--- src/design/motor_command_packet_framer_macros.svh ---
// ----------------------------------------------------------------------------
// Motor command packet framer assertion macros
// Shared concurrent assertion forms, clocked on the rising edge and disabled
// while reset is high.
// ----------------------------------------------------------------------------
`ifndef MOTOR_COMMAND_PACKET_FRAMER_MACROS_SVH
`define MOTOR_COMMAND_PACKET_FRAMER_MACROS_SVH

// Same-cycle implication.
`define MCPF_ASSERT_IMPLIES(label, clk, rst, cond, prop, msg) \
   label: assert property (@(posedge clk) disable iff (rst) (cond) |-> (prop)) \
      else $error(msg);

// Next-cycle implication.
`define MCPF_ASSERT_NEXT(label, clk, rst, cond, prop, msg) \
   label: assert property (@(posedge clk) disable iff (rst) (cond) |=> (prop)) \
      else $error(msg);

`endif

--- src/design/mcpf_pkg.sv ---
// ----------------------------------------------------------------------------
// Motor command packet framer package
// Payload types, register indexes and constants shared by the framer files.
// ----------------------------------------------------------------------------
`default_nettype none

package mcpf_pkg;

   localparam int MaxChannels    = 4;
   localparam int BytesPerPacket = 4;
   localparam int NumChannelsDef = 4;

   // Scale factor of the magnitude byte and mask of the checksum.
   localparam logic [7:0] MagScale     = 8'd127;
   localparam logic [7:0] ChecksumMask = 8'h7F;

   localparam logic [7:0] AddrReset [MaxChannels]     = '{8'd128, 8'd128, 8'd129, 8'd129};
   localparam logic [5:0] MotorSelReset [MaxChannels] = '{6'd0, 6'd1, 6'd0, 6'd1};

   typedef enum logic [2:0] {
      CSR_ADDR_0      = 3'd0,
      CSR_ADDR_1      = 3'd1,
      CSR_ADDR_2      = 3'd2,
      CSR_ADDR_3      = 3'd3,
      CSR_MOTOR_SEL_0 = 3'd4,
      CSR_MOTOR_SEL_1 = 3'd5,
      CSR_MOTOR_SEL_2 = 3'd6,
      CSR_MOTOR_SEL_3 = 3'd7
   } csr_index_type;

   typedef struct packed {
      logic signed [15:0] speed_0;
      logic signed [15:0] speed_1;
      logic signed [15:0] speed_2;
      logic signed [15:0] speed_3;
   } req_type;

   typedef struct packed {
      logic [7:0] tx_byte;
      logic       last;
   } rsp_type;

   typedef struct packed {
      logic load;
      logic shift;
   } cell_ctrl_type;

endpackage

`default_nettype wire

--- src/design/motor_command_packet_framer.sv ---
// ----------------------------------------------------------------------------
// Motor command packet framer
// Turns four signed speed commands into a stream of serial packet bytes.
// ----------------------------------------------------------------------------
// Each accepted item carries NUM_CHANNELS signed Q1.15 speeds. The block emits
// one four-byte packet per channel, channel 0 first: the channel's address
// byte, the command byte (four times the motor number, plus one when the
// speed is negative), the magnitude floor(|speed| * 127 / 32768) and a
// checksum, the sum of the first three bytes masked to 7 bits. The final byte
// of an item has last set. An item therefore produces 4 * NUM_CHANNELS result
// items, one per cycle while rsp_ready is high, and a new item is taken in the
// same cycle that the final byte leaves the cell chain, so the sustained rate
// is set by the single output byte per cycle. Internally each channel has a
// cell that builds its packet when the item is taken and then shifts bytes
// toward channel 0 by one place per output byte. Configuration registers are
// written through csr_we, csr_index and csr_wdata and should only change while
// no item is in flight.
`default_nettype none

module motor_command_packet_framer #(
   parameter int NUM_CHANNELS = mcpf_pkg::NumChannelsDef
) (
   input  wire                          clock,
   input  wire                          reset,
   input  wire                          req_valid,
   output logic                         req_ready,
   input  wire mcpf_pkg::req_type       req_data,
   output logic                         rsp_valid,
   input  wire                          rsp_ready,
   output mcpf_pkg::rsp_type            rsp_data,
   input  wire                          csr_we,
   input  wire mcpf_pkg::csr_index_type csr_index,
   input  wire [7:0]                    csr_wdata
);
   import mcpf_pkg::*;

`include "motor_command_packet_framer_macros.svh"

   localparam int TotalBytes = BytesPerPacket * NUM_CHANNELS;
   localparam int CountWidth = $clog2(TotalBytes + 1);

   // Configuration registers.
   logic [7:0] addr_ff      [MaxChannels];
   logic [5:0] motor_sel_ff [MaxChannels];

   // Bytes still held in the cell chain, and the output register.
   logic [CountWidth-1:0] count_ff;
   logic [CountWidth-1:0] count_in;
   logic                  rsp_valid_ff;
   logic                  rsp_valid_in;
   rsp_type               rsp_data_ff;
   rsp_type               rsp_data_in;

   logic                  chain_move;
   logic                  req_fire;
   logic                  final_byte;
   cell_ctrl_type         cell_ctrl;
   logic signed [15:0]    speed_vec [MaxChannels];
   logic [7:0]            head_byte [NUM_CHANNELS + 1];

   // Register writes. The index covers exactly the eight registers.
   always_ff @(posedge clock) begin
      if (reset) begin
         for (int c = 0; c < MaxChannels; c++) begin
            addr_ff[c]      <= AddrReset[c];
            motor_sel_ff[c] <= MotorSelReset[c];
         end
      end else if (csr_we) begin
         case (csr_index)
            CSR_ADDR_0:      addr_ff[0]      <= csr_wdata;
            CSR_ADDR_1:      addr_ff[1]      <= csr_wdata;
            CSR_ADDR_2:      addr_ff[2]      <= csr_wdata;
            CSR_ADDR_3:      addr_ff[3]      <= csr_wdata;
            CSR_MOTOR_SEL_0: motor_sel_ff[0] <= csr_wdata[5:0];
            CSR_MOTOR_SEL_1: motor_sel_ff[1] <= csr_wdata[5:0];
            CSR_MOTOR_SEL_2: motor_sel_ff[2] <= csr_wdata[5:0];
            CSR_MOTOR_SEL_3: motor_sel_ff[3] <= csr_wdata[5:0];
            default: begin
            end
         endcase
      end
   end

   // A byte leaves the chain whenever the chain holds one and the output
   // register is empty or being drained. The next item may enter in the same
   // cycle that the final byte leaves.
   always_comb begin
      chain_move = (count_ff != '0) && (!rsp_valid_ff || rsp_ready);
      final_byte = (count_ff == CountWidth'(1));
      req_ready  = (count_ff == '0) || (final_byte && chain_move);
      req_fire   = req_valid && req_ready;

      cell_ctrl.load  = req_fire;
      cell_ctrl.shift = chain_move && !req_fire;

      count_in = count_ff;
      if (req_fire) begin
         count_in = CountWidth'(TotalBytes);
      end else if (chain_move) begin
         count_in = count_ff - CountWidth'(1);
      end

      rsp_valid_in = rsp_valid_ff;
      rsp_data_in  = rsp_data_ff;
      if (chain_move) begin
         rsp_valid_in        = 1'b1;
         rsp_data_in.tx_byte = head_byte[0];
         rsp_data_in.last    = final_byte;
      end else if (rsp_ready) begin
         rsp_valid_in = 1'b0;
      end
   end

   always_ff @(posedge clock) begin
      if (reset) begin
         count_ff     <= '0;
         rsp_valid_ff <= 1'b0;
      end else begin
         count_ff     <= count_in;
         rsp_valid_ff <= rsp_valid_in;
      end
      rsp_data_ff <= rsp_data_in;
   end

   assign rsp_valid = rsp_valid_ff;
   assign rsp_data  = rsp_data_ff;

   // Speeds in channel order.
   always_comb begin
      speed_vec[0] = req_data.speed_0;
      speed_vec[1] = req_data.speed_1;
      speed_vec[2] = req_data.speed_2;
      speed_vec[3] = req_data.speed_3;
   end

   // The cell behind the last one feeds zeros into the chain.
   assign head_byte[NUM_CHANNELS] = 8'd0;

   for (genvar ch = 0; ch < NUM_CHANNELS; ch++) begin : g_cell
      mcpf_cell u_cell (
         .clock     (clock),
         .ctrl      (cell_ctrl),
         .speed     (speed_vec[ch]),
         .addr      (addr_ff[ch]),
         .motor_sel (motor_sel_ff[ch]),
         .shift_in  (head_byte[ch + 1]),
         .head_byte (head_byte[ch])
      );
   end

   // An item is only taken when the chain is empty or about to be.
   `MCPF_ASSERT_IMPLIES(a_accept_when_drained, clock, reset, req_fire,
      count_ff <= CountWidth'(1), "item accepted while chain still busy")

   // A taken item fills the chain with a full item of bytes.
   `MCPF_ASSERT_NEXT(a_load_full, clock, reset, req_fire,
      count_ff == CountWidth'(TotalBytes), "chain not loaded with a full item")

   // The byte that empties the chain is the flagged one.
   `MCPF_ASSERT_NEXT(a_last_flag, clock, reset, chain_move && final_byte,
      rsp_valid_ff && rsp_data_ff.last, "final byte of item not flagged")

   // The byte count never exceeds one item.
   `MCPF_ASSERT_IMPLIES(a_count_bound, clock, reset, 1'b1,
      count_ff <= CountWidth'(TotalBytes), "byte count out of range")

endmodule

`default_nettype wire

--- src/design/mcpf_cell.sv ---
// ----------------------------------------------------------------------------
// Motor command packet framer cell
// Builds one channel's four-byte packet and shifts it toward the chain head.
// ----------------------------------------------------------------------------
`default_nettype none

module mcpf_cell (
   input  wire                          clock,
   input  wire mcpf_pkg::cell_ctrl_type ctrl,
   input  wire signed [15:0]            speed,
   input  wire [7:0]                    addr,
   input  wire [5:0]                    motor_sel,
   input  wire [7:0]                    shift_in,
   output logic [7:0]                   head_byte
);
   import mcpf_pkg::*;

   logic [7:0]  byte_ff [BytesPerPacket];
   logic [7:0]  byte_in [BytesPerPacket];
   logic        neg;
   logic [16:0] speed_ext;
   logic [16:0] abs_speed;
   logic [23:0] scaled;
   logic [7:0]  cmd_byte;
   logic [7:0]  mag_byte;
   logic [7:0]  sum_byte;

   // Magnitude is floor(|speed| * 127 / 32768); the multiply by 127 is a
   // shift and a subtract.
   always_comb begin
      neg       = speed[15];
      speed_ext = {speed[15], speed};
      abs_speed = neg ? (17'd0 - speed_ext) : speed_ext;
      scaled    = {abs_speed, 7'd0} - {7'd0, abs_speed};
      mag_byte  = scaled[22:15] & {1'b0, MagScale[6:0]};
      cmd_byte  = {motor_sel, 1'b0, neg};
      sum_byte  = (addr + cmd_byte + mag_byte) & ChecksumMask;
   end

   always_comb begin
      for (int k = 0; k < BytesPerPacket; k++) begin
         byte_in[k] = byte_ff[k];
      end
      if (ctrl.load) begin
         byte_in[0] = addr;
         byte_in[1] = cmd_byte;
         byte_in[2] = mag_byte;
         byte_in[3] = sum_byte;
      end else if (ctrl.shift) begin
         for (int k = 0; k < BytesPerPacket - 1; k++) begin
            byte_in[k] = byte_ff[k + 1];
         end
         byte_in[BytesPerPacket - 1] = shift_in;
      end
   end

   always_ff @(posedge clock) begin
      for (int k = 0; k < BytesPerPacket; k++) begin
         byte_ff[k] <= byte_in[k];
      end
   end

   assign head_byte = byte_ff[0];

endmodule

`default_nettype wire

--- config.mk ---
export PLATFORM = sky130hd
export DESIGN_NAME = motor_command_packet_framer
export DESIGN_NICKNAME = d
export VERILOG_FILES = /design/src/design/mcpf_pkg.sv /design/src/design/motor_command_packet_framer.sv /design/src/design/mcpf_cell.sv
export VERILOG_INCLUDE_DIRS = /design/src /design/src/design
export SDC_FILE = /design/constraint.sdc
export NUM_CORES = 1
export LEC_CHECK = 0
export ABC_CLOCK_PERIOD_IN_PS = 13700
export BUFFER_PORTS_ARGS = -buffer_cell sky130_fd_sc_hd__buf_4
export CORE_MARGIN = 5
export CORE_UTILIZATION = 50
export CTS_BUF_LIST = sky130_fd_sc_hd__clkbuf_16
export DETAILED_ROUTE_END_ITERATION = 8
export PLACE_DENSITY = 0.67
export SLEW_MARGIN = 20
export SYNTH_ARGS = -nofsm -noshare
export SYNTH_HDL_FRONTEND = slang
export SYNTH_SLANG_ARGS = --single-unit
--- constraint.sdc ---
create_clock -name clock -period 13.7 [get_ports clock]
set_input_delay 1.37 -clock clock [delete_from_list [all_inputs] [get_ports clock]]
set_output_delay 1.37 -clock clock [all_outputs]
set_load 0.01 [all_outputs]
======== Yosys cells after proc, flatten, opt, wreduce, memory -nomap -nowiden ========
Memories as Yosys holds them, arrays and structs flattened.
Index checks and enable logic that the tools add are counted.
storage, ports and cells
  register bits after elaboration ......... 15
  input bits .............................. 80
  word-level logic and storage cells ...... 116
  RAM bits ................................ 184
  output and inout bits ................... 11
  memories ................................ 6
operators by class
  equality and inequality tests ........... 8
  bitwise gates (word level) .............. 8
  add/subtract/negate cells ............... 17
  mux-type cells .......................... 58
  reductions and logical operators ........ 14
memory list
  memory                    depth  width  rd ports  clocked after Yosys merged registers in  wr ports  line                               source
  addr_ff                   4      8      4         0                                        4         motor_command_packet_framer.sv:43  logic [7:0] addr_ff [MaxChannels];
  g_cell[0].u_cell.byte_ff  4      8      4         0                                        4         mcpf_cell.sv:18                    logic [7:0] byte_ff [BytesPerPacket];
  g_cell[1].u_cell.byte_ff  4      8      4         0                                        4         mcpf_cell.sv:18
  g_cell[2].u_cell.byte_ff  4      8      4         0                                        4         mcpf_cell.sv:18
  g_cell[3].u_cell.byte_ff  4      8      4         0                                        4         mcpf_cell.sv:18
  motor_sel_ff              4      6      4         0                                        4         motor_command_packet_framer.sv:44  logic [5:0] motor_sel_ff [MaxChannels];
operator list
  cell                                                 number
  two-way mux 32 bit                                   8
  subtractor 22 x 17 -> 22 bit                         4
  two-way mux 17 bit                                   4
  subtractor 1 x 16 -> 17 bit, first input constant    4
  adder 7 bit                                          8
  two-way mux 1 bit                                    36
  two-way mux 8 bit                                    4
  two-way mux 6 bit                                    4
  equality test 3 bit, second input constant           4
  two-way mux 5 bit                                    2
  OR 1 bit                                             8
  equality test 3 x 2 -> 1 bit, second input constant  2
  equality test 5 x 1 -> 1 bit, second input constant  1
  logical NOT 5 bit                                    1
  nonzero test 5 bit                                   1
  subtractor 5 x 1 -> 5 bit, second input constant     1
  logical AND 1 bit                                    4
  nonzero test 2 bit                                   2
  equality test 3 x 1 -> 1 bit, second input constant  1
  logical NOT 3 bit                                    1
  logical NOT 1 bit                                    2
  logical OR 1 bit                                     2
  OR reduction 2 bit                                   1

======== Logic depth before layout (Yosys ltp) ========
Gate-level depths: netlist of the first run.
  depth after elaboration ................. 10
  depth in mapped cells ................... 27
  gate-level depth less buffers ........... 27

======== Cells and area by module ========
Synthesis of the first run repeated with hierarchy kept, for this count alone.
second synthesis, totals
  cell total of the unflattened synthesis .. 1125
  area total of the unflattened synthesis .. 12622.1 sq um
by module, submodules not included
  module                            cells each  area an instance (sq um)  times used  seq. area each (sq um)
  mcpf_cell (g_cell[1].u_cell ...)  228         2438.6                    2           930.9
  motor_command_packet_framer       190         2805.2                    1           2072.0
  mcpf_cell (g_cell[3].u_cell)      244         2494.9                    1           930.9
  mcpf_cell (g_cell[0].u_cell)      235         2444.8                    1           930.9

======== Worst setup path after synthesis of the first run ========
No wires, ideal clock.
  path type ............................... in2reg
  start ................................... input req_data[20] (netlist bit)
  end ..................................... memory g_cell[2].u_cell.byte_ff[3][6], data pin
  path slack .............................. 7.288 ns
  buffers on the path ..................... 0
  library setup time ...................... 0.265 ns
  arrival ................................. 6.147 ns
  data required time ...................... 13.435 ns
  stages .................................. 25
  path through ............................ nor4_1 -> nand2_1 -> o31a_1 -> xor2_1 -> inv_1 -> ha_1 -> a21o_1 -> a21oi_1 -> nor2_1 -> a221oi_1 -> a211oi_1 -> o21ai_1 -> nand2_1 -> xnor2_1 -> fa_1 -> inv_1 -> ha_1 -> a21o_1 -> a21o_1 -> a21o_1 -> a21oi_1 -> xnor2_1 -> xnor2_1 -> xnor2_1 -> o21ai_1
RTL lines
  item             line                               source
  start, declared  motor_command_packet_framer.sv:27  input wire mcpf_pkg::req_type req_data,
  end, declared    mcpf_cell.sv:18

==> results of run 1 <==
==> cell type report <==
type | count | area (um^2) | share of cell area (%)
clock buffers | 19 | 475 | 3.48
clock inverters | 13 | 111 | 0.815
inverters | 63 | 239 | 1.75
multi-input cells | 859 | 5980 | 43.7
flip-flops and latches | 197 | 5760 | 42.1
well taps | 324 | 405 | 2.97
repair buffers | 94 | 706 | 5.16
==> layer usage <==
metal  vias to the layer above  global-route usage [%]  share of wire [%]
met3                        21                    2.88                3.7
li1                       4290                       -                  -
met5                         -                       0                  0
met4                         0                    4.73                1.3
met1                      4197                    24.9                 45
met2                       169                    30.7                 50
==> logic make-up (layout without fill, tap and decap cells) <==
kind of cell	after synthesis	in the layout	synth area share, %
buf+inv	113	189	3.52
fa+ha+maj	88	88	10.5
flops	197	197	47.4
mux	1	1	0.0928
xor+xnor	113	113	8.33
other cells	1	4	0.0309
compound gates	198	198	10.8
simple gates	455	455	19.2
==> how the worst min path moves through the flow <==
stage | from | end | cells after the start
after global placement | g_cell[0].u_cell.byte_ff[0][4]$_DFFE_PP_ | rsp_data[5]$_DFFE_PP_ | 0
after floorplan | g_cell[0].u_cell.byte_ff[0][0]$_DFFE_PP_ | rsp_data[1]$_DFFE_PP_ | 0
final | g_cell[0].u_cell.byte_ff[0][4]$_DFFE_PP_ | rsp_data[5]$_DFFE_PP_ | 0
after CTS | g_cell[0].u_cell.byte_ff[0][1]$_DFFE_PP_ | rsp_data[2]$_DFFE_PP_ | 0
after detailed placement | g_cell[0].u_cell.byte_ff[0][1]$_DFFE_PP_ | rsp_data[2]$_DFFE_PP_ | 0
after global routing | g_cell[0].u_cell.byte_ff[0][1]$_DFFE_PP_ | rsp_data[2]$_DFFE_PP_ | 0
==> power groups by stage <==
stage / Combinational, W / Clock, W / Sequential [W]
2_1_floorplan: 0.000710 / 0 / 0.00110
3_3_place_gp: 0.000958 / 0 / 0.00108
3_5_place_dp: 0.000975 / 0 / 0.00108
4_1_cts: 0.000984 / 0.000502 / 0.00107
5_1_grt: 0.00110 / 0.000523 / 0.00109
6_report: 0.000972 / 0.000492 / 0.00107
==> stage by stage <==
stage	instances	util, %	setup WS (ns)
finish	1569	56.7	7.03
global route	1569	56.7	6.45
CTS	1569	56.7	7.05
detailed placement	1537	54.3	6.62
global placement	1537	54.3	6.82
floorplan	1169	-	7.29
==> critical path, cell delays in order <==
cell,delay [ns]
buf_4,0.13
nor4_1,0.59
nand2_1,0.22
o31a_1,0.29
xor2_1,0.21
inv_1,0.07
ha_1,0.31
a21o_1,0.18
a21oi_1,0.22
nor2_1,0.10
a221oi_1,0.30
a211oi_1,0.09
o21ai_1,0.29
nand2_1,0.11
xnor2_1,0.25
fa_1,0.45
inv_1,0.11
ha_1,0.24
a21o_1,0.18
a21o_1,0.20
a21o_1,0.19
a21oi_1,0.18
xnor2_1,0.17
xnor2_1,0.16
xnor2_1,0.14
o21ai_1,0.07
==> registers in the layout, summed over array words and instances, names as in the netlist <==
name / cells
g_cell.u_cell.byte_ff: 126
rsp_data: 9
count_ff: 5
motor_sel_ff: 24
addr_ff: 32
rsp_valid: 1
==> synthesized netlist by cell type (3+ instances only) <==
| library cell | n |
|---|---|
| ha_1 | 63 |
| a31oi_1 | 10 |
| dfxtp_1 | 16 |
| nor2b_1 | 3 |
| edfxtp_1 | 181 |
| o22ai_1 | 4 |
| xor2_1 | 50 |
| and3_1 | 18 |
| a41oi_1 | 3 |
| nor3b_1 | 7 |
| o21ai_1 | 21 |
| o21a_1 | 3 |
| nor3_1 | 16 |
| nand2_1 | 157 |
| clkbuf_1 | 39 |
| nand4_1 | 7 |
| or2_2 | 4 |
| o21ai_0 | 42 |
| fa_1 | 24 |
| a31o_2 | 4 |
| nand3_1 | 105 |
| o31ai_1 | 12 |
| or4_1 | 6 |
| inv_1 | 62 |
| nand2b_1 | 11 |
| xnor2_1 | 61 |
| nor2_1 | 29 |
| a21oi_1 | 33 |
| a21o_1 | 39 |
| buf_1 | 9 |
| nor4_1 | 4 |
| and2_1 | 53 |
| o41ai_1 | 7 |
| or3_1 | 15 |
| o21bai_1 | 3 |
| or4_4 | 3 |
==> cell usage in the layout (no fill, tap or decap), types with 6 or more instances in the layout <==
cell type / count
edfxtp_1: 181
nand2_1: 155
nand3_1: 105
buf_4: 94
ha_1: 63
inv_1: 61
xnor2_1: 61
and2_1: 52
xor2_1: 50
o21ai_0: 42
a21o_1: 39
a21oi_1: 33
nor2_1: 29
fa_1: 24
o21ai_1: 21
clkbuf_16: 19
and3_1: 18
nor3_1: 16
dfxtp_1: 16
or3_1: 15
o31ai_1: 12
nand2b_1: 11
a31oi_1: 10
nor3b_1: 7
nand4_1: 7
o41ai_1: 7
or4_1: 6
==> summary.md, run 1 <==
| Metric | Value |
|---|---|
| Outcome | `complete, no violations` |
| Port bufs | `90` |
| Max-slew headroom | `37.9%` |
| CTS Sinks | `197` |
| Critical path class | `input pin to register` |
| Yosys top cell area share | `44.8%` |
| Core area | `0.0241 mm^2` |
| Area growth syn-to-layout | `12.7%` |
| R2R Setup Slk | `9.80 ns` |
| Clock root cell | `clkbuf_16` |
| Seq/Total Area, Yosys | `47.4%` |
| Final Net Count | `1399` |
| Cell taking the most area after synthesis | `edfxtp_1` |
| Sw Share | `36.6%` |
| Post-CTS Setup Inserts | `0` |
| Worst-margin pin slew | `0.931 ns` |
| Min Hold Slack | `0.422 ns` |
| Sequential power share | `42.2%` |
| DIE AREA | `0.0275 mm^2` |
| DRC | `0` |
| Num CTS Buffers | `17` |
| Pwr Total | `0.00253 W` |
| Mapped Area | `0.0121 mm^2` |
| Layout Skew | `0.0103 ns` |
| Synthesis Warnings | `0` |
| DPL Wire Length | `17.9 mm` |
| Io pins | `91` |
| Clock share of power | `19.4%` |
| CP Capture Type | `register` |
| Drt initial violations | `678` |
| Reg clk slew, reported paths | `0.07 ns` |
| Worst Setup SP | `req_data[21]` |
| Fraction of layout cells with a size suffix above 1 | `12.7%` |
| Max rail drop VDD | `0.103 mV` |
| Tot GR Track Use | `18.3%` |
| Max H-tree Level | `4` |
| Post-CTS Hold Fix Bufs | `0` |
| Worst-Skew Late Latency | `0.43 ns` |
| Final setup vio count | `0` |
| Site Rows | `57` |
| Minimum clock period | `6.67 ns` |
| HP Class | `register to register` |
| Global route overflow | `0` |
| Gpl congestion | `0.858` |
| FF-to-FF End | `g_cell[2].u_cell.byte_ff[2][3]$_DFFE_PP_` |
| Setup crit start kind | `input pin` |
| Asr flop ratio synth | `0%` |
| Critical Path RT | `13.85 ns` |
| Drt total wl | `25.4 mm` |
| Synth Instances | `1166` |
| Part of the cycle the worst path needs | `48.7%` |
| Pre-antenna DRT Iters | `5` |
| Worst r2r src | `count_ff[4]$_SDFFE_PP0P_` |
| Initial Utilization | `50.3%` |
| Fmax | `0.150 GHz` |
| Psw | `0.000927 W` |
| R2r worst-path depth | `5` |
| Vias in the first global route | `8382` |
| Number of synthesized register bits | `197` |
| Vias | `8677` |
| Combinational power share | `38.4%` |
| Filler cells | `2146` |
| Design Area, Final | `0.0137 mm^2` |
| RSZ-0062 raised after global routing | `no` |
| CP endpoint | `g_cell[2].u_cell.byte_ff[3][6]$_DFFE_PP_` |
| Routed vias/inst | `5.53` |
| Top FF cell, synth | `edfxtp_1` |
| Syn avg cell area | `10.4 um^2` |
| Die Span Y | `166 um` |
| Leakage | `5.76 nW` |
| # resized after CTS | `0` |
| Antenna Nets Post-Route | `0` |
| Final-report max-slew violation count | `0` |
| Yosys cell types | `74` |
| Int Power | `0.00161 W` |
| First-pass GRT wire length | `41.9 mm` |
| CP Data Arrival Time | `6.82 ns` |
| Die W | `166 um` |
| Post-synth EDFFs | `181` |
| Diodes inserted | `0` |
| PwrDens | `185 mW/mm^2` |
| Clock Path Buffers | `2` |
| Max cap viols | `0` |
| Final setup TNS | `0 ns` |
| Placed cell areas | `0.0131 mm^2` |
| Final Hold Vio Count | `0` |
| Crit path max fanout | `5` |
| Antenna violations before repair | `0` |
| Area contributors post-synth | `edfxtp_1 (45%), ha_1 (6.5%), nand2_1 (4.9%)` |
| CTS tree | `done` |
| Routed WL per cell | `16.2 um` |
| Largest net degree at the start of global routing | `85` |
Note: power is estimated with default switching activity, not from simulation.
==> run 2, diff against run 1 <==
- ABC_CLOCK_PERIOD_IN_PS: 13700 -> 6760
- clock period: 13.7 -> 6.76 ns (I/O delays scaled with it)
==> summary.md, run 2 (synthesis gave the netlist of run 1 again) <==
| Metric | Value |
|---|---|
| Layout Skew | `0.0146 ns` |
| Vias in the first global route | `8609` |
| Part of the cycle the worst path needs | `84.7%` |
| Crit path max fanout | `4` |
| CP Data Arrival Time | `5.88 ns` |
| Critical path class | `input pin to register` |
| DRC | `0` |
| Clock Path Buffers | `2` |
| DIE AREA | `0.0275 mm^2` |
| Pre-antenna DRT Iters | `5` |
| Minimum clock period | `5.73 ns` |
| Max cap viols | `0` |
| Vias | `8641` |
| Final Hold Vio Count | `0` |
| Site Rows | `57` |
| Worst r2r src | `count_ff[3]$_SDFFE_PP0P_` |
| Die Span Y | `166 um` |
| Fmax | `0.175 GHz` |
| Max rail drop VDD | `0.228 mV` |
| PwrDens | `375 mW/mm^2` |
| Reg clk slew, reported paths | `0.07 ns` |
| Worst-margin pin slew | `0.932 ns` |
| Worst Setup SP | `req_data[58]` |
| Largest net degree at the start of global routing | `88` |
| Multi-input gate area | `0.00598 mm^2` |
| Gpl congestion | `0.833` |
| RSZ-0062 raised after global routing | `no` |
| Core area | `0.0241 mm^2` |
| CP endpoint | `g_cell[0].u_cell.byte_ff[3][6]$_DFFE_PP_` |
| Commonest non-fill, non-tap cell in the layout | `edfxtp_1` |
| Io pins | `91` |
| Fraction of layout cells with a size suffix above 1 | `12.4%` |
| DPL Wire Length | `18.1 mm` |
| Post-route setup slack | `1.03 ns` |
| Diodes inserted | `0` |
| Outcome | `complete, no violations` |
| Final setup vio count | `0` |
| Post-CTS Setup Inserts | `0` |
| Min Hold Slack | `0.423 ns` |
| Num CTS Buffers | `17` |
| DP Worst Slack | `0.554 ns` |
| Port bufs | `90` |
| Top Registers | `g_cell.u_cell.byte_ff: 126 flops, addr_ff: 32 flops, motor_sel_ff: 24 flops` |
| Top reg by flops | `g_cell.u_cell.byte_ff` |
| Max H-tree Level | `4` |
| CTS tree | `done` |
| HP Class | `register to register` |
| Antenna violations before repair | `0` |
| Reg area | `0.00576 mm^2` |
| Most frequent cells in the layout | `edfxtp_1 (181), nand2_1 (155), nand3_1 (105)` |
| Drt total wl | `25.5 mm` |
| Leakage | `5.75 nW` |
| Post-CTS Hold Fix Bufs | `0` |
| Setup crit start kind | `input pin` |
| R2r worst-path depth | `5` |
| Initial Utilization | `50.3%` |
| Final setup TNS | `0 ns` |
| Tot GR Track Use | `18.5%` |
| First-pass GRT wire length | `42.4 mm` |
| FF-to-FF End | `g_cell[2].u_cell.byte_ff[0][2]$_DFFE_PP_` |
| Global route overflow | `0` |
| Clock root cell | `clkbuf_16` |
| Max reg flops | `126` |
| Area growth syn-to-layout | `12.6%` |
| Die W | `166 um` |
| Max-slew headroom | `37.9%` |
| Routed vias/inst | `5.50` |
| Routed WL per cell | `16.2 um` |
| R2R Setup Slk | `3.09 ns` |
| Antenna Nets Post-Route | `0` |
| Final-report max-slew violation count | `0` |
| Share of the core filled with cells | `56.7%` |
| Worst-Skew Late Latency | `0.44 ns` |
| Final Net Count | `1400` |
| Filler cells | `2140` |
| CP Capture Type | `register` |
| CTS Sinks | `197` |
| Critical Path RT | `6.92 ns` |
| # resized after CTS | `0` |
| Drt initial violations | `593` |
-- run 2: changes by cell type in the layout (fill, tap and decap cells not counted), sizes merged --
cell,change
inv,+1
clkinv,-5
clkinvlp,+4
buf,+1
bufinv,+2
clkbuf,-2
-- run 2: layout make-up --
type / count / area share, %
multi-input combinational: 859 / 43.8
sequential: 197 / 42.1
timing repair buffer: 95 / 5.22
clock buffer: 17 / 3.11
tap: 324 / 2.97
inverter: 63 / 1.75
clock inverter: 15 / 1.05
-- run 2: worst min path at each step --
stage	start	to	cells after the start
after global routing	g_cell[0].u_cell.byte_ff[0][3]$_DFFE_PP_	rsp_data[4]$_DFFE_PP_	0
final	g_cell[0].u_cell.byte_ff[0][3]$_DFFE_PP_	rsp_data[4]$_DFFE_PP_	0
after global placement	g_cell[0].u_cell.byte_ff[0][4]$_DFFE_PP_	rsp_data[5]$_DFFE_PP_	0
after detailed placement	g_cell[0].u_cell.byte_ff[0][3]$_DFFE_PP_	rsp_data[4]$_DFFE_PP_	0
after CTS	g_cell[0].u_cell.byte_ff[0][3]$_DFFE_PP_	rsp_data[4]$_DFFE_PP_	0
after floorplan	g_cell[0].u_cell.byte_ff[0][0]$_DFFE_PP_	rsp_data[1]$_DFFE_PP_	0
-- run 2: power by group --
part	leakage, nW	total, W	internal, W	switching [W]
combinational	3.48	0.00197	0.000691	0.00127
clock	0.282	0.000990	0.000542	0.000449
sequential	1.99	0.00217	0.00204	0.000126
total	5.75	0.00512	0.00327	0.00185
-- run 2: metal layers --
layer,wire [um],GRT usage [%],up-vias
li1,-,-,4288
met1,11400,24.3,4202
met2,12800,31.9,128
met3,896,3.78,23
met4,363,4.30,0
met5,0,0,-
-- run 2: metrics by stage --
stage,std cells,power [W],cell area [um^2]
finish,1570,0.00512,13700
CTS,1570,0.00517,13700
global route,1570,0.00549,13700
global placement,1538,0.00413,13100
detailed placement,1538,0.00418,13100
floorplan,1169,0.00366,12100
-- run 2: worst max-delay path: stages --
cell and delay (ns):
buf_4 0.12, or4_1 0.59, or3_1 0.38, nor2_1 0.10
or4b_2 0.60, ha_1 0.34, o21a_1 0.19, nand3_1 0.12
o22ai_1 0.13, nor4b_2 0.47, xnor2_1 0.24, fa_1 0.47
ha_1 0.35, a21o_1 0.19, a21o_1 0.18, a21oi_1 0.16
xnor2_1 0.19, xnor2_1 0.17, xnor2_1 0.14, o21ai_1 0.07
